**src/rtl/mstdrr_pkg.sv**
```systemverilog
// Shared constants, state type and status struct of the minimal-standard random unit.
package mstdrr_pkg;

   localparam int unsigned STATE_W    = 31;
   localparam int unsigned RANGE_W    = 32;
   localparam int unsigned MULT_W     = 16;
   localparam int unsigned MULT_CNT_W = $clog2(MULT_W + 1);
   localparam int unsigned DIV_CNT_W  = $clog2(STATE_W + 1);
   localparam int unsigned CSR_ADDR_W = 3;
   localparam int unsigned CSR_DATA_W = 32;

   localparam logic [MULT_W-1:0]  MINSTD_MULT    = 16'hbc8f;
   localparam logic [STATE_W-1:0] MINSTD_DEFAULT = 31'h075bd924;
   localparam logic [STATE_W-1:0] MINSTD_MODULUS = 31'h7fffffff;

   localparam logic REG_SEED_IDX = 1'b0;

   localparam logic ACTION_DRAW    = 1'b0;
   localparam logic ACTION_RESTART = 1'b1;

   typedef enum logic [1:0] {
      ST_IDLE,
      ST_MULT,
      ST_DIV,
      ST_SUM
   } ctrl_state_type;

   typedef struct packed {
      logic busy;
      logic done;
   } unit_status_type;

endpackage

```
**src/rtl/mstdrr_channels.sv**
```systemverilog
// Valid/ready channel interfaces for the request and response items.
interface mstdrr_req_if;
   logic                              valid;
   logic                              ready;
   logic                              action;
   logic [mstdrr_pkg::RANGE_W-1:0]    range_low;
   logic [mstdrr_pkg::RANGE_W-1:0]    range_high;

   modport source (output valid, action, range_low, range_high, input ready);
   modport sink (input valid, action, range_low, range_high, output ready);
endinterface

interface mstdrr_rsp_if;
   logic                              valid;
   logic                              ready;
   logic [mstdrr_pkg::STATE_W-1:0]    raw_value;
   logic [mstdrr_pkg::RANGE_W-1:0]    ranged_value;

   modport source (output valid, raw_value, ranged_value, input ready);
   modport sink (input valid, raw_value, ranged_value, output ready);
endinterface

```
**src/rtl/mstdrr_lehmer.sv**
```systemverilog
// Bit-serial multiplier modulo 2^31-1 that advances the generator state.
module mstdrr_lehmer (
   input  logic                             clock,
   input  logic                             reset,
   input  logic                             start,
   input  logic [mstdrr_pkg::STATE_W-1:0]   value,
   output mstdrr_pkg::unit_status_type      status,
   output logic [mstdrr_pkg::STATE_W-1:0]   result
);

   logic [mstdrr_pkg::STATE_W-1:0]    acc_ff, acc_in;
   logic [mstdrr_pkg::STATE_W-1:0]    val_ff, val_in;
   logic [mstdrr_pkg::MULT_W-1:0]     mult_ff, mult_in;
   logic [mstdrr_pkg::MULT_CNT_W-1:0] count_ff, count_in;
   logic                              busy_ff, busy_in;
   logic                              done_ff, done_in;
   logic [mstdrr_pkg::STATE_W-1:0]    rot;
   logic [mstdrr_pkg::STATE_W:0]      sum;
   logic [mstdrr_pkg::STATE_W-1:0]    fold;

   // Doubling modulo 2^31-1 is a rotation; addition folds its carry back in.
   always_comb begin
      rot  = {acc_ff[mstdrr_pkg::STATE_W-2:0], acc_ff[mstdrr_pkg::STATE_W-1]};
      sum  = {1'b0, rot} + {1'b0, val_ff};
      fold = sum[mstdrr_pkg::STATE_W-1:0]
             + {{(mstdrr_pkg::STATE_W-1){1'b0}}, sum[mstdrr_pkg::STATE_W]};

      acc_in   = acc_ff;
      val_in   = val_ff;
      mult_in  = mult_ff;
      count_in = count_ff;
      busy_in  = busy_ff;
      done_in  = 1'b0;

      if (start) begin
         acc_in   = '0;
         val_in   = value;
         mult_in  = mstdrr_pkg::MINSTD_MULT;
         count_in = mstdrr_pkg::MULT_CNT_W'(mstdrr_pkg::MULT_W);
         busy_in  = 1'b1;
      end else if (busy_ff) begin
         acc_in   = mult_ff[mstdrr_pkg::MULT_W-1] ? fold : rot;
         mult_in  = {mult_ff[mstdrr_pkg::MULT_W-2:0], 1'b0};
         count_in = count_ff - 1'b1;
         if (count_ff == mstdrr_pkg::MULT_CNT_W'(1)) begin
            busy_in = 1'b0;
            done_in = 1'b1;
         end
      end
   end

   always_ff @(posedge clock) begin
      if (reset) begin
         busy_ff  <= 1'b0;
         done_ff  <= 1'b0;
         count_ff <= '0;
      end else begin
         busy_ff  <= busy_in;
         done_ff  <= done_in;
         count_ff <= count_in;
      end
   end

   always_ff @(posedge clock) begin
      acc_ff  <= acc_in;
      val_ff  <= val_in;
      mult_ff <= mult_in;
   end

   // Both zero and the all-ones code stand for a zero residue.
   assign result = (acc_ff == '0 || acc_ff == mstdrr_pkg::MINSTD_MODULUS) ?
                   mstdrr_pkg::MINSTD_DEFAULT : acc_ff;

   assign status = {busy_ff, done_ff};

endmodule

```
**src/rtl/mstdrr_divider.sv**
```systemverilog
// Restoring bit-serial remainder of the raw value by the range span.
module mstdrr_divider (
   input  logic                             clock,
   input  logic                             reset,
   input  logic                             start,
   input  logic [mstdrr_pkg::STATE_W-1:0]   dividend,
   input  logic [mstdrr_pkg::RANGE_W-1:0]   divisor,
   output mstdrr_pkg::unit_status_type      status,
   output logic [mstdrr_pkg::RANGE_W-1:0]   remainder
);

   logic [mstdrr_pkg::RANGE_W-1:0]   rem_ff, rem_in;
   logic [mstdrr_pkg::STATE_W-1:0]   shift_ff, shift_in;
   logic [mstdrr_pkg::RANGE_W-1:0]   div_ff, div_in;
   logic [mstdrr_pkg::DIV_CNT_W-1:0] count_ff, count_in;
   logic                             busy_ff, busy_in;
   logic                             done_ff, done_in;
   logic [mstdrr_pkg::RANGE_W:0]     trial;
   logic [mstdrr_pkg::RANGE_W+1:0]   diff;

   always_comb begin
      trial = {rem_ff, shift_ff[mstdrr_pkg::STATE_W-1]};
      diff  = {1'b0, trial} - {2'b00, div_ff};

      rem_in   = rem_ff;
      shift_in = shift_ff;
      div_in   = div_ff;
      count_in = count_ff;
      busy_in  = busy_ff;
      done_in  = 1'b0;

      if (start) begin
         rem_in   = '0;
         shift_in = dividend;
         div_in   = divisor;
         count_in = mstdrr_pkg::DIV_CNT_W'(mstdrr_pkg::STATE_W);
         busy_in  = 1'b1;
      end else if (busy_ff) begin
         rem_in   = diff[mstdrr_pkg::RANGE_W+1] ? trial[mstdrr_pkg::RANGE_W-1:0]
                                                : diff[mstdrr_pkg::RANGE_W-1:0];
         shift_in = {shift_ff[mstdrr_pkg::STATE_W-2:0], 1'b0};
         count_in = count_ff - 1'b1;
         if (count_ff == mstdrr_pkg::DIV_CNT_W'(1)) begin
            busy_in = 1'b0;
            done_in = 1'b1;
         end
      end
   end

   always_ff @(posedge clock) begin
      if (reset) begin
         busy_ff  <= 1'b0;
         done_ff  <= 1'b0;
         count_ff <= '0;
      end else begin
         busy_ff  <= busy_in;
         done_ff  <= done_in;
         count_ff <= count_in;
      end
   end

   always_ff @(posedge clock) begin
      rem_ff   <= rem_in;
      shift_ff <= shift_in;
      div_ff   <= div_in;
   end

   assign remainder = rem_ff;
   assign status    = {busy_ff, done_ff};

endmodule

```
**src/rtl/minstd_random_with_range_unit.sv**
```systemverilog
// Top level of the minimal-standard random unit with ranged result.
//
// The request channel carries an action bit and a range. A draw item advances
// the 31-bit Lehmer state (multiplier 48271 modulo 2^31-1) and yields one
// response item with the new state and range_low plus the state modulo the
// span range_high - range_low + 1, wrapping in 32 bits; a span that wraps to
// zero adds the state itself. A restart item reloads the state from the seed
// register and yields no response item.
// A draw runs a 16-step bit-serial modular multiply and then a 31-step
// bit-serial remainder loop, which is skipped when the span wraps to zero;
// the request channel is ready only while idle, so the next item is taken
// only after the last one has left its summing step.
// The response sits in an output register; if the receiver stalls, a new item
// is still accepted and computed, and it waits in its last step until the
// output register is taken.
// Reset empties the block, sets the seed register and the state to 123459876.
// The seed is written through the APB port at byte address 0.
module minstd_random_with_range_unit (
   input  logic                                clock,
   input  logic                                reset,
   mstdrr_req_if.sink                          req_bus,
   mstdrr_rsp_if.source                        rsp_bus,
   input  logic                                csr_psel,
   input  logic                                csr_penable,
   input  logic                                csr_pwrite,
   input  logic [mstdrr_pkg::CSR_ADDR_W-1:0]   csr_paddr,
   input  logic [mstdrr_pkg::CSR_DATA_W-1:0]   csr_pwdata,
   output logic [mstdrr_pkg::CSR_DATA_W-1:0]   csr_prdata,
   output logic                                csr_pready
);

   mstdrr_pkg::ctrl_state_type         state_ff, state_in;
   logic [mstdrr_pkg::STATE_W-1:0]     seed_ff, seed_in;
   logic [mstdrr_pkg::STATE_W-1:0]     cur_ff, cur_in;
   logic [mstdrr_pkg::RANGE_W-1:0]     lo_ff, lo_in;
   logic [mstdrr_pkg::RANGE_W-1:0]     span_ff, span_in;
   logic                               bypass_ff, bypass_in;
   logic                               rsp_valid_ff, rsp_valid_in;
   logic [mstdrr_pkg::STATE_W-1:0]     rsp_raw_ff, rsp_raw_in;
   logic [mstdrr_pkg::RANGE_W-1:0]     rsp_ranged_ff, rsp_ranged_in;

   logic                               req_accept;
   logic                               csr_write;
   logic                               lm_start;
   logic                               dv_start;
   mstdrr_pkg::unit_status_type        lm_status;
   mstdrr_pkg::unit_status_type        dv_status;
   logic [mstdrr_pkg::STATE_W-1:0]     lm_result;
   logic [mstdrr_pkg::RANGE_W-1:0]     dv_rem;
   logic [mstdrr_pkg::STATE_W-1:0]     eff_seed;
   logic [mstdrr_pkg::RANGE_W-1:0]     span_calc;
   logic [mstdrr_pkg::RANGE_W-1:0]     addend;

   mstdrr_lehmer u_lehmer (
      .clock  (clock),
      .reset  (reset),
      .start  (lm_start),
      .value  (cur_ff),
      .status (lm_status),
      .result (lm_result)
   );

   mstdrr_divider u_divider (
      .clock     (clock),
      .reset     (reset),
      .start     (dv_start),
      .dividend  (lm_result),
      .divisor   (span_ff),
      .status    (dv_status),
      .remainder (dv_rem)
   );

   assign req_bus.ready = (state_ff == mstdrr_pkg::ST_IDLE);
   assign req_accept    = req_bus.valid && req_bus.ready;

   assign csr_pready = 1'b1;
   assign csr_write  = csr_psel && csr_penable && csr_pwrite
                       && (csr_paddr[2] == mstdrr_pkg::REG_SEED_IDX);
   assign csr_prdata = (csr_paddr[2] == mstdrr_pkg::REG_SEED_IDX) ?
                       {1'b0, seed_ff} : '0;

   assign eff_seed  = (seed_ff != '0) ? seed_ff : mstdrr_pkg::MINSTD_DEFAULT;
   assign span_calc = req_bus.range_high - req_bus.range_low + 1'b1;
   assign addend    = bypass_ff ? {1'b0, cur_ff} : dv_rem;

   always_comb begin
      state_in      = state_ff;
      seed_in       = csr_write ? csr_pwdata[mstdrr_pkg::STATE_W-1:0] : seed_ff;
      cur_in        = cur_ff;
      lo_in         = lo_ff;
      span_in       = span_ff;
      bypass_in     = bypass_ff;
      rsp_valid_in  = rsp_valid_ff && !rsp_bus.ready;
      rsp_raw_in    = rsp_raw_ff;
      rsp_ranged_in = rsp_ranged_ff;
      lm_start      = 1'b0;
      dv_start      = 1'b0;

      case (state_ff)
         mstdrr_pkg::ST_IDLE: begin
            if (req_accept) begin
               if (req_bus.action == mstdrr_pkg::ACTION_RESTART) begin
                  cur_in = eff_seed;
               end else begin
                  lo_in     = req_bus.range_low;
                  span_in   = span_calc;
                  bypass_in = (span_calc == '0);
                  lm_start  = 1'b1;
                  state_in  = mstdrr_pkg::ST_MULT;
               end
            end
         end
         mstdrr_pkg::ST_MULT: begin
            if (lm_status.done) begin
               cur_in = lm_result;
               if (bypass_ff) begin
                  state_in = mstdrr_pkg::ST_SUM;
               end else begin
                  dv_start = 1'b1;
                  state_in = mstdrr_pkg::ST_DIV;
               end
            end
         end
         mstdrr_pkg::ST_DIV: begin
            if (dv_status.done) begin
               state_in = mstdrr_pkg::ST_SUM;
            end
         end
         mstdrr_pkg::ST_SUM: begin
            if (!rsp_valid_ff || rsp_bus.ready) begin
               rsp_valid_in  = 1'b1;
               rsp_raw_in    = cur_ff;
               rsp_ranged_in = lo_ff + addend;
               state_in      = mstdrr_pkg::ST_IDLE;
            end
         end
         default: begin
            state_in = mstdrr_pkg::ST_IDLE;
         end
      endcase
   end

   always_ff @(posedge clock) begin
      if (reset) begin
         state_ff     <= mstdrr_pkg::ST_IDLE;
         seed_ff      <= mstdrr_pkg::MINSTD_DEFAULT;
         cur_ff       <= mstdrr_pkg::MINSTD_DEFAULT;
         rsp_valid_ff <= 1'b0;
      end else begin
         state_ff     <= state_in;
         seed_ff      <= seed_in;
         cur_ff       <= cur_in;
         rsp_valid_ff <= rsp_valid_in;
      end
   end

   always_ff @(posedge clock) begin
      lo_ff         <= lo_in;
      span_ff       <= span_in;
      bypass_ff     <= bypass_in;
      rsp_raw_ff    <= rsp_raw_in;
      rsp_ranged_ff <= rsp_ranged_in;
   end

   assign rsp_bus.valid        = rsp_valid_ff;
   assign rsp_bus.raw_value    = rsp_raw_ff;
   assign rsp_bus.ranged_value = rsp_ranged_ff;

   // The multiplier reports completion only while the controller waits for it.
   a_lm_done_in_mult: assert property (@(posedge clock) disable iff (reset)
      lm_status.done |-> state_ff == mstdrr_pkg::ST_MULT)
      else $error("multiplier finished outside the multiply phase");

   a_dv_done_in_div: assert property (@(posedge clock) disable iff (reset)
      dv_status.done |-> state_ff == mstdrr_pkg::ST_DIV)
      else $error("divider finished outside the remainder phase");

   // The multiplier and the divider never run at the same time.
   a_one_engine: assert property (@(posedge clock) disable iff (reset)
      !(lm_status.busy && dv_status.busy))
      else $error("multiplier and divider busy together");

   // A new response is loaded only from the final summing step.
   a_rsp_from_sum: assert property (@(posedge clock) disable iff (reset)
      (rsp_valid_ff && !$past(rsp_valid_ff && !rsp_bus.ready) && !$past(reset))
      |-> $past(state_ff) == mstdrr_pkg::ST_SUM)
      else $error("response loaded outside the summing step");

   // The generator never hands out zero or the modulus as a state.
   a_raw_nonzero: assert property (@(posedge clock) disable iff (reset)
      rsp_valid_ff |-> (rsp_raw_ff != '0 && rsp_raw_ff != mstdrr_pkg::MINSTD_MODULUS))
      else $error("raw value out of the generator range");

endmodule

```
**src/flat_wrapper.sv**
```systemverilog
// flat-port wrapper written by rule: the top's interface ports become plain ports
module minstd_random_with_range_unit_flat 
  (clock, reset, csr_psel, csr_penable, csr_pwrite, csr_paddr, csr_pwdata, csr_prdata, csr_pready, req_bus_valid, req_bus_action, req_bus_range_low, req_bus_range_high, req_bus_ready, rsp_bus_valid, rsp_bus_raw_value, rsp_bus_ranged_value, rsp_bus_ready);
  mstdrr_req_if req_bus_i ();
  mstdrr_rsp_if rsp_bus_i ();
  input  logic clock;
  input  logic reset;
  input  logic csr_psel;
  input  logic csr_penable;
  input  logic csr_pwrite;
  input  logic [mstdrr_pkg::CSR_ADDR_W-1:0] csr_paddr;
  input  logic [mstdrr_pkg::CSR_DATA_W-1:0] csr_pwdata;
  output logic [mstdrr_pkg::CSR_DATA_W-1:0] csr_prdata;
  output logic csr_pready;
  input wire logic [$bits(req_bus_i.valid)-1:0] req_bus_valid;
  input wire logic [$bits(req_bus_i.action)-1:0] req_bus_action;
  input wire logic [$bits(req_bus_i.range_low)-1:0] req_bus_range_low;
  input wire logic [$bits(req_bus_i.range_high)-1:0] req_bus_range_high;
  output wire logic [$bits(req_bus_i.ready)-1:0] req_bus_ready;
  output wire logic [$bits(rsp_bus_i.valid)-1:0] rsp_bus_valid;
  output wire logic [$bits(rsp_bus_i.raw_value)-1:0] rsp_bus_raw_value;
  output wire logic [$bits(rsp_bus_i.ranged_value)-1:0] rsp_bus_ranged_value;
  input wire logic [$bits(rsp_bus_i.ready)-1:0] rsp_bus_ready;
  assign req_bus_i.valid = req_bus_valid;
  assign req_bus_i.action = req_bus_action;
  assign req_bus_i.range_low = req_bus_range_low;
  assign req_bus_i.range_high = req_bus_range_high;
  assign req_bus_ready = req_bus_i.ready;
  assign rsp_bus_valid = rsp_bus_i.valid;
  assign rsp_bus_raw_value = rsp_bus_i.raw_value;
  assign rsp_bus_ranged_value = rsp_bus_i.ranged_value;
  assign rsp_bus_i.ready = rsp_bus_ready;
  minstd_random_with_range_unit u_core (.clock(clock), .reset(reset), .req_bus(req_bus_i), .rsp_bus(rsp_bus_i), .csr_psel(csr_psel), .csr_penable(csr_penable), .csr_pwrite(csr_pwrite), .csr_paddr(csr_paddr), .csr_pwdata(csr_pwdata), .csr_prdata(csr_prdata), .csr_pready(csr_pready));
endmodule
```
**config.mk**
```make
export PLATFORM = sky130hd
export DESIGN_NAME = minstd_random_with_range_unit_flat
export DESIGN_NICKNAME = d
export VERILOG_FILES = /design/src/rtl/mstdrr_pkg.sv /design/src/rtl/mstdrr_channels.sv /design/src/rtl/mstdrr_lehmer.sv /design/src/rtl/mstdrr_divider.sv /design/src/rtl/minstd_random_with_range_unit.sv /design/src/flat_wrapper.sv
export SDC_FILE = /design/constraint.sdc
export NUM_CORES = 1
export LEC_CHECK = 0
export CORE_UTILIZATION = 53
export DETAILED_ROUTE_END_ITERATION = 10
export DONT_BUFFER_PORTS = 1
export MAX_ROUTING_LAYER = met4
export PLACE_DENSITY = 0.68
export SYNTH_ARGS = -nofsm -noshare
export SYNTH_HDL_FRONTEND = slang
export SYNTH_HIERARCHICAL = 1
export SYNTH_SLANG_ARGS = --single-unit
```
**constraint.sdc**
```tcl
create_clock -name clock -period 13.02 [get_ports clock]
set_clock_uncertainty 0.1 [all_clocks]
set_input_delay 0.651 -clock clock [delete_from_list [all_inputs] [get_ports clock]]
set_output_delay 0.651 -clock clock [all_outputs]
set_load 0.005 [all_outputs]
```
==> flow_summary.json, run 1 <==
{
  "status": "complete, no violations",
  "vias": 17100,
  "crit_path_start_kind": "register",
  "finish.instance_area_um2": 24600,
  "cts_resized": 0,
  "postSynthAreaPerCell_um2": 10.0,
  "synth_area_um2": 22700,
  "routed_wirelength_mm": 59.2,
  "layout_common_cells": "222 x edfxtp_1, 186 x nand2_1, 183 x nor2_1",
  "hpwlAfterDp_mm": 43.9,
  "postCtsHoldBufs": 0,
  "drt-met1-wl_mm": 25.8,
  "grt_max_degree": 80,
  "max_stage_delay_ps": 640,
  "rows": 75,
  "hold_viol": 0,
  "antenna_found_initial": 4,
  "final_common_cell": "edfxtp_1",
  "port_buffers": 0,
  "max_freq_ghz": 0.200,
  "dr.pass1.iters": 7,
  "utilization_pct": 58.4,
  "required_ps": 13210,
  "start_util_pct": 54.0,
  "nets": 2516,
  "cts_buffer_depth": 3,
  "path_max_fanout": 34,
  "cts.sink_count": 380,
  "io_pins": 205,
  "area_growth_pct": 8.24,
  "grt_pass1_vias": 16500,
  "cp_slowest_cell": "a41oi_1",
  "rsz0062_at_grt": "no",
  "root_buffer": "clkbuf_16",
  "grt_pass1_wl_mm": 91.7,
  "place_congestion": 0.910,
  "drc_errors": 0,
  "wl_met3_mm": 3.13,
  "cp_cell_sequence": "buf_4 -> mux2_2 -> ha_1 -> inv_1 -> fa_1 -> nor2b_1 -> o21ai_0 -> o31ai_1 -> a21oi_1 -> o31ai_1 -> a41oi_1 -> o21ai_0 -> a221oi_1 -> o21ai_0 -> xor2_1",
  "fin_crit_sh_pct": 38.4,
  "ant_nets": 0,
  "clk_pin_slew_ps": 60,
  "vdd_drop_max_v": 0.0000967,
  "htreeDepth": 2,
  "grt_util_all_layers_pct": 27.7,
  "insertion_delay_ps": 590,
  "worst_pin_slew_ps": 1000,
  "hold_ws_ps": 52.8,
  "slew_headroom_pct": 32.6,
  "end_kind": "register",
  "worstSetupPathType": "register to register",
  "core_um2": 42100,
  "die_area_um2": 43700,
  "crit_top_cell": "o21ai_0",
  "worstPathArrival_ps": 5190,
  "die_h_um": 209,
  "syn_nets": 2551,
  "syn_inst": 2274,
  "yosys_warnings": 6,
  "slew_violations": 0,
  "maxCapViolCount": 0,
  "hold_class": "input port to register",
  "routedWlPerCell_um": 21.0,
  "dieWidth_um": 209,
  "overflow": 0,
  "setup_viol": 0,
  "cts_buffers": 42,
  "placed_area_um2": 23100,
  "post_cts_buffers": 0,
  "setup_tns_ps": 0,
  "layout_min_cycle_time_ps": 5000,
  "power.leakage_nw": 9.65,
  "drive_gt1_share_pct": 9.90,
  "p_per_area_nw_per_um2": 216,
  "cts_tree": "done",
  "wl_met2_mm": 28.8,
  "top_layer": "met4",
  "first_iter_violations": 1263,
  "via_per_inst": 6.08
}
==> critical path: cells and delay by family, from the launching register on <==
family,cells,cell delay (ps)
AO/OA/AOI/OAI,8,2680
XOR/XNOR,1,180
adder cells (fa/ha/maj),2,410
buffers and inverters,2,490
flip-flops,1,320
multiplexers,1,410
AND/OR/NAND/NOR,1,60
==> where the power goes <==
group          switching, mW  leakage (nW)  internal, mW  total, mW
clock                  0.503         0.715         0.758       1.26
combinational           1.39          5.62         0.923       2.31
sequential             0.216          3.32          1.54       1.75
total                   2.11          9.65          3.22       5.33
==> layout make-up <==
class / count / area [um2]
fill: 3574 / 17500
antenna: 4 / 10.0
multi-input combinational: 1671 / 12000
inverter: 123 / 462
timing repair buffer: 21 / 158
tap: 539 / 674
clock buffer: 56 / 1210
sequential: 380 / 9830
clock inverter: 22 / 269
==> per-layer routing <==
layer	up-vias	global-route usage, %
met5	-	-
met4	0	9.36
met3	102	4.03
met2	509	45.8
met1	8228	34.6
li1	8296	-
==> registers in the layout, indices dropped and copies added, names as in the netlist <==
name / count
u_core/bypass_ff: 1
u_core/cur_ff: 31
u_core/lo_ff: 32
u_core/rsp_bus.ranged_value: 32
u_core/rsp_bus.raw_value: 31
u_core/rsp_bus.valid: 1
u_core/seed_ff: 31
u_core/span_ff: 32
u_core/state_ff: 2
u_core/u_divider/busy_ff: 1
u_core/u_divider/count_ff: 5
u_core/u_divider/div_ff: 32
u_core/u_divider/done_ff: 1
u_core/u_divider/remainder: 32
u_core/u_divider/shift_ff: 31
u_core/u_lehmer/acc_ff: 31
u_core/u_lehmer/busy_ff: 1
u_core/u_lehmer/count_ff: 5
u_core/u_lehmer/done_ff: 1
u_core/u_lehmer/mult_ff: 16
u_core/u_lehmer/val_ff: 31
==> final timing paths <==
check | startpoint | slack [ps] | cells after the start | to
worst min register to register | u_core/span_ff[22] | 320 | 0 | u_core/u_divider/div_ff[22]
worst min-delay path | reset | 50 | 1 | u_core/seed_ff[27]
worst max register to register | u_core/bypass_ff | 8020 | 15 | u_core/rsp_bus.ranged_value[30]
worst max-delay path | u_core/bypass_ff | 8020 | 15 | u_core/rsp_bus.ranged_value[30]
==> per-stage QoR <==
stage / std cells / total power, mW / worst slack, ps
finish: 2816 / 5.33 / 8020
global route: 2816 / 5.66 / 7870
CTS: 2812 / 5.33 / 8110
detailed placement: 2734 / 4.04 / 7540
global placement: 2734 / 4.00 / 7560
floorplan: 2274 / 3.52 / 8030
Power figures use the tool's default switching activity.
==> run 2, diff against run 1 <==
Settings changed: PLACE_DENSITY 0.68 to 0.71.
Clock period 13.02 ns to 4.02 ns, I/O delays scaled along.
==> run 2 against run 1 <==
Compared with the run above:
- the flow now finishes with violations (hold timing, setup timing)
- die area did not move
- first-iteration DRC count rose by 4.4%
- worst setup slack got worse by 8100 ps
- via count rose by 6.9%
- non-clock buffer count rose by 253
- utilization rose by 5.9 points
- sequential share of layout area fell by 3.6 points
- critical path type is now input port to register
- largest cell class unchanged
- largest power group unchanged
==> flow_summary.json, run 2 (synthesis results as in run 1) <==
{
  "worstPathArrival_ps": 4430,
  "maxCapViolCount": 0,
  "hold_ws_ps": -378,
  "switching_power_mw": 7.33,
  "power.leakage_nw": 10.9,
  "fin_crit_sh_pct": 103,
  "worstSetupPathType": "input port to register",
  "p_comb_share_pct": 48.7,
  "grtUsageMet3_pct": 4.88,
  "nets": 2769,
  "vias": 18300,
  "port_buffers": 0,
  "end_kind": "register",
  "antenna_found_initial": 3,
  "hold_start": "req_bus_range_low[1]",
  "setup_viol": 1,
  "dieWidth_um": 209,
  "max_stage_delay_ps": 500,
  "cp.buffers_inverters": 2,
  "setup.worst_path.start": "req_bus_range_high[1]",
  "layout_common_cells": "222 x edfxtp_1, 204 x buf_4, 185 x nand2_1",
  "violations": "hold timing, setup timing",
  "htreeDepth": 2,
  "setup_ws_ps": -122,
  "drive_gt1_share_pct": 17.9,
  "max_freq_ghz": 0.241,
  "place_congestion": 0.951,
  "die_h_um": 209,
  "die_area_um2": 43700,
  "internal_power_mw": 11.3,
  "dr.pass1.iters": 5,
  "hold_viol": 3,
  "finalPower_mw": 18.7,
  "routedWlPerCell_um": 20.5,
  "postCtsHoldBufs": 67,
  "ant_nets": 0,
  "crit_path_start_kind": "input port",
  "status": "complete, but fails checks",
  "routed_wirelength_mm": 62.9,
  "grt_pass1_vias": 18100,
  "rrSetupSlack_ps": 140,
  "final_common_cell": "edfxtp_1",
  "clk_pin_slew_ps": 60,
  "cts_buffer_depth": 3,
  "area_growth_pct": 19.1,
  "layout.cells.non_filler": 3067,
  "grt_max_degree": 89,
  "timing.rr.start": "u_core/u_lehmer/val_ff[11]",
  "hold_class": "input port to register",
  "p_per_area_nw_per_um2": 689,
  "first_iter_violations": 1318,
  "io_pins": 205,
  "globalRouteMet1Util_pct": 35.6,
  "cts.sink_count": 380,
  "root_buffer": "clkbuf_16",
  "rows": 75,
  "path_max_fanout": 3,
  "slew_headroom_pct": 43.5,
  "rsz0062_at_grt": "yes",
  "cts_buffers": 42,
  "required_ps": 4310,
  "setup_tns_ps": -122,
  "busiest_layer": "met2",
  "utilization_pct": 64.3,
  "grt_pass1_wl_mm": 98.0,
  "core_um2": 42100,
  "hpwlAfterDp_mm": 46.6,
  "use_met2_pct": 48.5,
  "overflow": 0,
  "worst_pin_slew_ps": 847,
  "drc_errors": 0,
  "layout_min_cycle_time_ps": 4140,
  "crit_family": "simple AND/OR/NAND/NOR gates",
  "cp_slowest_cell": "or4_4",
  "switching_share_pct": 39.3,
  "cts_tree": "done",
  "insertion_delay_ps": 580,
  "seq_power_share_pct": 29.7,
  "start_util_pct": 54.0,
  "clkPwrFrac_pct": 21.6,
  "vdd_drop_max_v": 0.000372,
  "slew_violations": 0,
  "placed_cells": 2916,
  "crit_top_cell": "or4_4",
  "cp_cell_sequence": "inv_8 -> ha_4 -> inv_2 -> ha_4 -> fa_2 -> xor2_1 -> or4_1 -> or3_1 -> or4_4 -> or4_4 -> or4_4 -> or4_1 -> or4b_1 -> nor4_2",
  "via_per_inst": 5.97,
  "grt_util_all_layers_pct": 29.3
}
[run 2: layer usage]
| layer | part of all wire, % | up-vias |
|---|---|---|
| met5 | 0 | - |
| met4 | 4.0 | 0 |
| met3 | 6.4 | 145 |
| met2 | 49 | 644 |
| met1 | 41 | 8747 |
| li1 | - | 8786 |
[run 2: path summary, 6_finish.rpt]
| path | endpoint | depth (start not counted) |
|---|---|---|
| setup / recovery | u_core/bypass_ff | 14 |
| setup reg to reg | u_core/u_lehmer/acc_ff[22] | 17 |
| hold / removal | u_core/lo_ff[1] | 0 |
| hold reg to reg | u_core/u_divider/div_ff[30] | 0 |
[run 2: cell type report]
class / count / area, um2
antenna: 3 / 7.51
sequential: 380 / 9830
tap: 539 / 674
clock buffer: 56 / 1170
fill: 3345 / 15100
timing repair buffer: 274 / 2270
inverter: 123 / 469
multi-input combinational: 1671 / 12400
clock inverter: 21 / 287
[run 2: timing repair]
| action | CTS | global route |
|---|---|---|
| buffers inserted | 2 | 5 |
| endpoints found under the setup margin | 30 | 33 |
| resized for setup | 28 | 38 |
| endpoints found under the hold margin | 115 | 3 |
| pin swaps | 7 | 8 |
[run 2: power by group through the flow]
stage	Clock (mW)	Combinational [mW]	Sequential (mW)
after floorplan	0	5.97	5.42
after global placement	0	8.35	5.57
after detailed placement	0	8.51	5.58
after CTS	4.11	8.78	5.51
after global routing	4.25	9.90	5.59
final	4.04	9.09	5.54
[run 2: through the flow]
| stage | area, um2 | hold slack (ps) | worst slack, ps |
|---|---|---|---|
| floorplan | 22800 | 170 | -391 |
| global placement | 24600 | 196 | -772 |
| detailed placement | 24600 | 195 | -763 |
| CTS | 26900 | -406 | -117 |
| global route | 27100 | -395 | -225 |
| finish | 27100 | -378 | -122 |
==> run 3, diff against run 2 <==
Settings changed: MAX_ROUTING_LAYER met4 to unset.
==> run 3 against run 2 <==
Compared with the run above:
- the run ends with setup timing left
- via count up 1.3%
- power up 0.10%
- clock power about the same
- sequential power is essentially flat
- combinational power barely moved
- register-to-register slack lost 240 ps
- final cell count barely moved
- critical path type unchanged
- critical endpoint unchanged
- highest routed layer is now met5
==> flow_summary.json, run 3 (synthesis results as in run 1) <==
{
  "max_freq_ghz": 0.237,
  "grt_util_all_layers_pct": 28.7,
  "core_um2": 42100,
  "worstPathArrival_ps": 4490,
  "cts_buffer_depth": 3,
  "htreeDepth": 2,
  "dr.pass1.iters": 5,
  "rows": 75,
  "timing.rr.start": "u_core/u_lehmer/val_ff[13]",
  "via_per_inst": 6.06,
  "worstSetupPathType": "input port to register",
  "required_ps": 4300,
  "slew_headroom_pct": 34.3,
  "slew_violations": 0,
  "start_util_pct": 54.0,
  "crit_path_start_kind": "input port",
  "root_buffer": "clkbuf_16",
  "nets": 2769,
  "maxCapViolCount": 0,
  "path_max_fanout": 3,
  "cts_buffers": 42,
  "antenna_found_initial": 3,
  "dieWidth_um": 209,
  "area_growth_pct": 19.4,
  "end_kind": "register",
  "power.leakage_nw": 10.9,
  "clk_pin_slew_ps": 60,
  "layout_common_cells": "222 x edfxtp_1, 196 x buf_4, 186 x nand2_1",
  "antenna-diode-count": 0,
  "port_buffers": 0,
  "insertion_delay_ps": 570,
  "hold_viol": 0,
  "grt_max_degree": 89,
  "final_common_cell": "edfxtp_1",
  "finish.instance_area_um2": 27100,
  "routedWlPerCell_um": 20.8,
  "place_congestion": 0.932,
  "ant_nets": 0,
  "p_per_area_nw_per_um2": 688,
  "drc_errors": 0,
  "io_pins": 205,
  "setup_tns_ps": -663,
  "hold_class": "input port to register",
  "die_area_um2": 43700,
  "die_h_um": 209,
  "status": "complete, but fails checks",
  "violations": "setup timing",
  "placed_area_um2": 24500,
  "finalPower_mw": 18.7,
  "setup_ws_ps": -193,
  "cts.sink_count": 380,
  "hpwlAfterDp_mm": 46.1,
  "layout_min_cycle_time_ps": 4210,
  "worst_pin_slew_ps": 978,
  "overflow": 0,
  "utilization_pct": 64.4,
  "rsz0062_at_grt": "yes",
  "routed_wirelength_mm": 63.9,
  "cts_tree": "done",
  "vdd_drop_max_v": 0.000346,
  "vias": 18600,
  "setup_viol": 12,
  "grt_pass1_wl_mm": 99.3,
  "drive_gt1_share_pct": 17.9,
  "first_iter_violations": 1445,
  "fin_crit_sh_pct": 105,
  "post-place-ws_ps": -813,
  "grt_pass1_vias": 18400,
  "setup.worst_path.start": "req_bus_range_high[1]",
  "hold_start": "req_bus_range_high[2]"
}
run 3: worst paths after layout:
path / to / slack (ps) / depth (start not counted)
worst max-delay path: u_core/bypass_ff / -190 / 14
worst min-delay path: u_core/span_ff[2] / 50 / 2
worst max register to register: u_core/u_lehmer/acc_ff[27] / -100 / 18
worst min register to register: u_core/u_divider/div_ff[21] / 320 / 0
run 3: critical path: stages:
cell and delay (ps):
inv_8 10, ha_4 250, inv_2 40, ha_4 160, fa_2 390, xor2_1 180
or4_1 410, or3_4 340, or4_4 420, or4_4 450, or4_1 490, or4_1 500
or4b_1 490, nor4_2 160
run 3: through the flow:
step / hold slack, ps / std cells
2_1_floorplan: 170 / 2274
3_3_place_gp: 198 / 2910
3_5_place_dp: 196 / 2910
4_1_cts: -396 / 3060
5_1_grt: 40.7 / 3064
6_report: 50.6 / 3064
run 3: area by class of cell:
cell class                 instances  area [um2]
clock buffer                      55        1190
clock inverter                    22         254
fill                            3269       15000
inverter                         123         469
multi-input combinational       1671       12400
sequential                       380        9830
tap                              539         674
timing repair buffer             274        2300
run 3: what timing repair did:
action	4_1_cts	5_1_grt
pin swaps	11	31
setup endpoints to repair	31	31
hold buffers	69	3
setup buffers	4	2
gates resized for setup	28	46
hold endpoints to repair	114	3
run 3: per-layer routing:
layer,wire (um),global-route usage (%),vias to the layer above
li1,-,-,8803
met1,25600,35.5,8914
met2,31600,49.6,708
met3,4240,4.69,135
met4,2380,12.1,6
met5,36,0,-
run 3: where the power goes:
group | switching, mW | leakage (nW) | total, mW | internal, mW
sequential | 0.559 | 3.32 | 5.54 | 4.98
clock | 1.62 | 0.714 | 4.05 | 2.43
combinational | 5.26 | 6.87 | 9.10 | 3.84
